[config.mk]
export PLATFORM = sky130hd
export DESIGN_NAME = tnh_div
export DESIGN_NICKNAME = d
export VERILOG_FILES = /design/src/tnh_pkg.sv /design/src/tnh_div.sv
export SDC_FILE = /design/constraint.sdc
export NUM_CORES = 2
export LEC_CHECK = 0
export ABC_AREA = 1
export BUFFER_PORTS_ARGS = -buffer_cell sky130_fd_sc_hd__buf_2
export CORE_ASPECT_RATIO = 1.4
export CORE_MARGIN = 4
export CORE_UTILIZATION = 45
export DETAILED_ROUTE_END_ITERATION = 6
export PLACE_DENSITY = 0.64
export SETUP_SLACK_MARGIN = 0.5
export SLEW_MARGIN = 20
export SYNTH_ARGS = -nofsm -noshare
export SYNTH_HDL_FRONTEND = slang
export SYNTH_SLANG_ARGS = --single-unit
export TNS_END_PERCENT = 5
[constraint.sdc]
create_clock -name clock -period 2.4 [get_ports clock]
set_clock_uncertainty 0.1 [all_clocks]
set_input_delay 0.12 -clock clock [delete_from_list [all_inputs] [get_ports clock]]
set_output_delay 0.12 -clock clock [all_outputs]
set_load 0.1 [all_outputs]
[src/tnh_pkg.sv]
`timescale 1ns / 1ps
`default_nettype none

package tnh_pkg;

   // Sideband that travels with each beat down the pipeline
   typedef struct packed {
      logic valid;   // stage holds a live beat
      logic neg;     // input was negative
      logic sat;     // |x| >= 6, magnitude forced to one
   } tnh_tag_type;

   // 1.0 in Q0.30 and Q1.14
   localparam logic [30:0] ONE_Q30 = 31'h4000_0000;
   localparam logic [15:0] ONE_Q14 = 16'd16384;

   // |x| threshold for saturation, Q4.12 (6.0)
   localparam logic [16:0] SAT_MAG = 17'd24576;

   // Reciprocal divider: bits of 2^60 + s/2 above the 31 quotient bits
   localparam logic [31:0] RECIP_TOP = 32'h2000_0000;

   // Last series term index
   localparam int unsigned SERIES_LAST = 16;

endpackage

`default_nettype wire

[src/tnh_div.sv]
`timescale 1ns / 1ps
`default_nettype none

// Pipelined restoring divider, one quotient bit per stage.
// The caller supplies the upper partial remainder (must be below the
// divisor) and the low dividend bits that still have to be brought down.
module tnh_div
   import tnh_pkg::*;
#(
   parameter int unsigned QuoWidth = 16,
   parameter int unsigned DenWidth = 32
) (
   input  wire logic                clock,
   input  wire logic                reset,
   input  wire tnh_tag_type         in_tag,
   input  wire logic [DenWidth-1:0] in_rem,
   input  wire logic [QuoWidth-1:0] in_low,
   input  wire logic [DenWidth-1:0] in_den,
   output tnh_tag_type              out_tag,
   output logic      [QuoWidth-1:0] out_quo
);

   tnh_tag_type         tag_at [QuoWidth+1];
   logic [DenWidth-1:0] rem_at [QuoWidth+1];
   logic [DenWidth-1:0] den_at [QuoWidth+1];
   logic [QuoWidth-1:0] low_at [QuoWidth+1];
   logic [QuoWidth-1:0] quo_at [QuoWidth+1];

   assign tag_at[0] = in_tag;
   assign rem_at[0] = in_rem;
   assign den_at[0] = in_den;
   assign low_at[0] = in_low;
   assign quo_at[0] = '0;

   for (genvar i = 0; i < QuoWidth; i++) begin : g_step
      logic [DenWidth:0]   trial;
      logic [DenWidth:0]   diff;
      logic                take;
      logic [DenWidth-1:0] rem_in;
      logic [QuoWidth-1:0] low_in;
      logic [QuoWidth-1:0] quo_in;
      tnh_tag_type         tag_ff;
      logic [DenWidth-1:0] rem_ff;
      logic [DenWidth-1:0] den_ff;
      logic [QuoWidth-1:0] low_ff;
      logic [QuoWidth-1:0] quo_ff;

      // bring down one bit, subtract if it fits
      always_comb begin
         trial  = {rem_at[i], low_at[i][QuoWidth-1]};
         diff   = trial - {1'b0, den_at[i]};
         take   = (trial >= {1'b0, den_at[i]});
         rem_in = take ? diff[DenWidth-1:0] : trial[DenWidth-1:0];
         low_in = {low_at[i][QuoWidth-2:0], 1'b0};
         quo_in = {quo_at[i][QuoWidth-2:0], take};
      end

      always_ff @(posedge clock) begin
         if (reset) begin
            tag_ff <= '0;
         end else begin
            tag_ff <= tag_at[i];
         end
      end

      always_ff @(posedge clock) begin
         rem_ff <= rem_in;
         den_ff <= den_at[i];
         low_ff <= low_in;
         quo_ff <= quo_in;
      end

      assign tag_at[i+1] = tag_ff;
      assign rem_at[i+1] = rem_ff;
      assign den_at[i+1] = den_ff;
      assign low_at[i+1] = low_ff;
      assign quo_at[i+1] = quo_ff;
   end

   assign out_tag = tag_at[QuoWidth];
   assign out_quo = quo_at[QuoWidth];

endmodule

`default_nettype wire

==> results.json <==
{
  "core-area_um2": 162000,
  "pwr-share-seq_pct": 22.6,
  "timing.setup.tns_ps": 0,
  "h-tree-depth": 4,
  "vdd_drop_max_v": 0.000909,
  "synth_top_area_share_pct": 34.4,
  "yosysMostFrequentCell": "nand2_1",
  "rr_startpoint": "g_step[2].rem_ff[25]",
  "layout.nets": 13400,
  "synth_mux_area_share_pct": 0,
  "drt_iter0_markers": 3913,
  "synth_top_area_cell": "dfxtp_1",
  "setup_viol": 0,
  "cts_buffers": 135,
  "path_clk_slew_ps": 60,
  "worstMarginPinSlew_ps": 1040,
  "combPwrFrac_pct": 62.0,
  "arrival_ps": 2950,
  "rsz0062_at_grt": "true",
  "critPathBufInv": 4,
  "worst_r2r_path_depth": 13,
  "holdPathEnd": "g_step[0].rem_ff[15]",
  "ys_ff_latch": 1264,
  "min_path_type": "primary input to register",
  "cp-start-kind": "register",
  "firstDrtPassIters": 7,
  "crit_chain": "ha_4 -> buf_4 -> nand2_2 -> nor2_4 -> nand2_4 -> buf_4 -> a21oi_4 -> nor2_4 -> nand2_8 -> buf_6 -> buf_12 -> nand3_2 -> nand2_1",
  "synth_common_cells": "nand2_1, inv_1, dfxtp_1",
  "avgSynthCellArea_um2": 6.52,
  "critPathKind": "register to register",
  "num_vias": 75800,
  "path_max_fanout": 7,
  "syn_nets": 11900,
  "die_w_um": 349,
  "leakagePower_nw": 54.7,
  "period_share_pct": 97.9,
  "stdcell_count": 15000,
  "reg2reg_setup_slack_ps": 50,
  "synth_cells": 11300,
  "cts_buffer_depth": 3,
  "dieArea_um2": 170000,
  "num_io_pins": 104,
  "ant_nets": 0,
  "via_per_inst": 5.04,
  "grt_pass1_vias": 77400,
  "cts_tree": "built",
  "cts_sinks": 1264,
  "place_congestion": 1.06,
  "area_delta_synth_final_pct": 36.8,
  "drv_slew": 0,
  "period_minus_slack_ps": 2350,
  "cellPowerDensity_nw_per_um2": 1490,
  "synth_xor_area_share_pct": 2.54,
  "synth_top_family_by_area": "simple AND/OR/NAND/NOR gates",
  "yosysUniqueCellTypes": 38,
  "avgRoutedWirePerCell_um": 21.8,
  "synth_edf_count": 0,
  "grt_util_all_layers_pct": 37.2,
  "synth-compound-area-share_pct": 2.57,
  "violations": "DRC",
  "clock_latency_ps": 830,
  "fmax_mhz": 426,
  "intPower_mw": 78.6,
  "drc": 1,
  "async_flop_share_pct": 0,
  "hold_viol": 0,
  "place_hpwl_um": 263000,
  "start_util_pct": 45.2,
  "slew_headroom_pct": 30.6,
  "drive_above_1_share_pct": 24.6,
  "die_h_um": 486,
  "netlist_top_cells_area": "dfxtp_1, nand2_1, inv_1",
  "grt_max_degree": 49,
  "grt_overflow": 0,
  "antenna_found_initial": 22,
  "switchingPower_mw": 71.1,
  "swShare_pct": 47.5,
  "r2r-end": "g_step[3].rem_ff[19]",
  "cp_top_family": "simple AND/OR/NAND/NOR gates",
  "synth_simple_gate_area_share_pct": 37.8,
  "critical_path.slowest_cell": "dfxtp_1",
  "clkPwrFrac_pct": 15.4,
  "cts_root_buf": "clkbuf_16",
  "startpoint": "g_step[2].rem_ff[25]",
  "rows": 175,
  "max_stage_delay_ps": 480,
  "ys_warn_count": 0,
  "hold_start": "in_rem[14]",
  "grt_pass1_wl_um": 465000,
  "placedCellCount": 14500,
  "syn_area_um2": 73500,
  "outcome": "complete, but fails checks",
  "drt_wl_total_um": 327000,
  "synth_seq_area_share_pct": 34.4,
  "synth-main-ff-cell": "dfxtp_1",
  "cp-end-kind": "register",
  "io_buffers": 103,
  "cp.required_ps": 3000,
  "min_path_cells": 4,
  "maxCapViolCount": 0,
  "synthAdderAreaFrac_pct": 9.13
}
-- tightest hold or removal path: cells and delay by family --
family	cells	cell delay, ps
simple gates	2	150
buf+inv	2	660
-- timing repair --
action                                  4_1_cts  5_1_grt
hold buffers                                153        1
buffers inserted                             72       47
resized for setup                           886      734
endpoints found under the setup margin      463      496
endpoints found under the hold margin       127        1
pin swaps                                   111      155
gates cloned                                 15       12
-- metrics by stage --
stage	util, %	setup slack, ps	hold slack (ps)	total power [mW]	instance area (um^2)
final	61.9	50.6	40.9	150	101000
after global routing	61.9	-39.1	46.9	158	101000
after CTS	59.5	128	1.59	142	96700
after detailed placement	52.5	-669	124	111	85400
after global placement	52.5	-676	123	110	85400
after floorplan	-	517	47.7	76.4	73500
-- routing by layer --
layer  vias to the layer above  wire (um)  GRT usage (%)
met3                      1670      14900           6.39
met2                      2729     170000           70.9
met1                     34300      90000           27.7
li1                      37000          -              -
met4                        10      52400           46.8
met5                         -         73              0
-- kinds of logic after synthesis --
group                    Yosys count
AO/OA/AOI/OAI                    366
adder cells (fa/ha/maj)          527
XOR/XNOR                         213
buffers and inverters           2505
flip-flops                      1264
AND/OR/NAND/NOR                 6388
-- layout make-up --
type,instances,area [um^2]
clock buffer,170,3670
tap,2124,2660
inverter,2362,8880
fill,14900,62000
sequential,1264,25800
timing repair buffer,1498,13600
antenna,34,85.1
clock inverter,79,1230
multi-input combinational,7505,44600
-- flip-flops by register name, indices dropped and copies added, names as in the netlist --
signal         count
g_step.den_ff    480
out_quo           16
g_step.quo_ff    120
g_step.low_ff    120
g_step.rem_ff    480
g_step.tag_ff     45
out_tag            3
-- worst max-delay path by stage --
stage               slack [ps]  depth (start not counted)               endpoint
floorplan                  520                         14   g_step[9].rem_ff[22]
global placement          -680                         11   g_step[2].rem_ff[24]
finish                      50                         13   g_step[3].rem_ff[19]
global route               -40                         13   g_step[7].rem_ff[16]
CTS                        130                         14  g_step[11].rem_ff[13]
detailed placement        -670                         11   g_step[2].rem_ff[24]
-- power groups by stage --
stage | clock [mW] | sequential, mW | combinational [mW]
after floorplan | 0 | 30.4 | 46.1
after global placement | 0 | 32.7 | 77.8
after detailed placement | 0 | 32.7 | 78.4
after CTS | 23.4 | 33.0 | 85.4
after global routing | 24.2 | 34.1 | 100
final | 23.0 | 33.8 | 92.8
-- cell usage in the layout, fill, tap and decap left out, types with 16 or more instances in the layout --
cell type,netlist,layout
o21ai_0,35,32
nand3_2,146,201
nand3_4,0,18
a21oi_1,302,263
nor2_4,13,72
nor2_2,49,116
nor3_1,122,85
bufinv_16,0,20
nor2_1,656,530
buf_4,4,1040
buf_6,29,41
nand3_1,839,766
xor2_1,193,189
nand2_2,74,332
ha_1,512,216
inv_1,2343,2276
buf_2,90,103
nand2_1,4183,3863
ha_2,0,41
nor3_4,0,22
nand2_8,9,28
inv_2,19,80
nand2_4,21,75
clkbuf_1,5,20
buf_12,7,138
and2_1,74,74
nand3b_1,132,132
xnor2_1,20,20
dfxtp_2,0,203
nor3_2,18,33
clkinv_2,0,17
o21bai_1,18,16
diode_2,0,34
ha_4,0,255
nand4_1,39,39
dfxtp_4,0,53
a21oi_2,2,32
clkbuf_16,0,145
dlygate4sd3_1,0,154
dfxtp_1,1264,1008
Power figures use the tool's default switching activity.
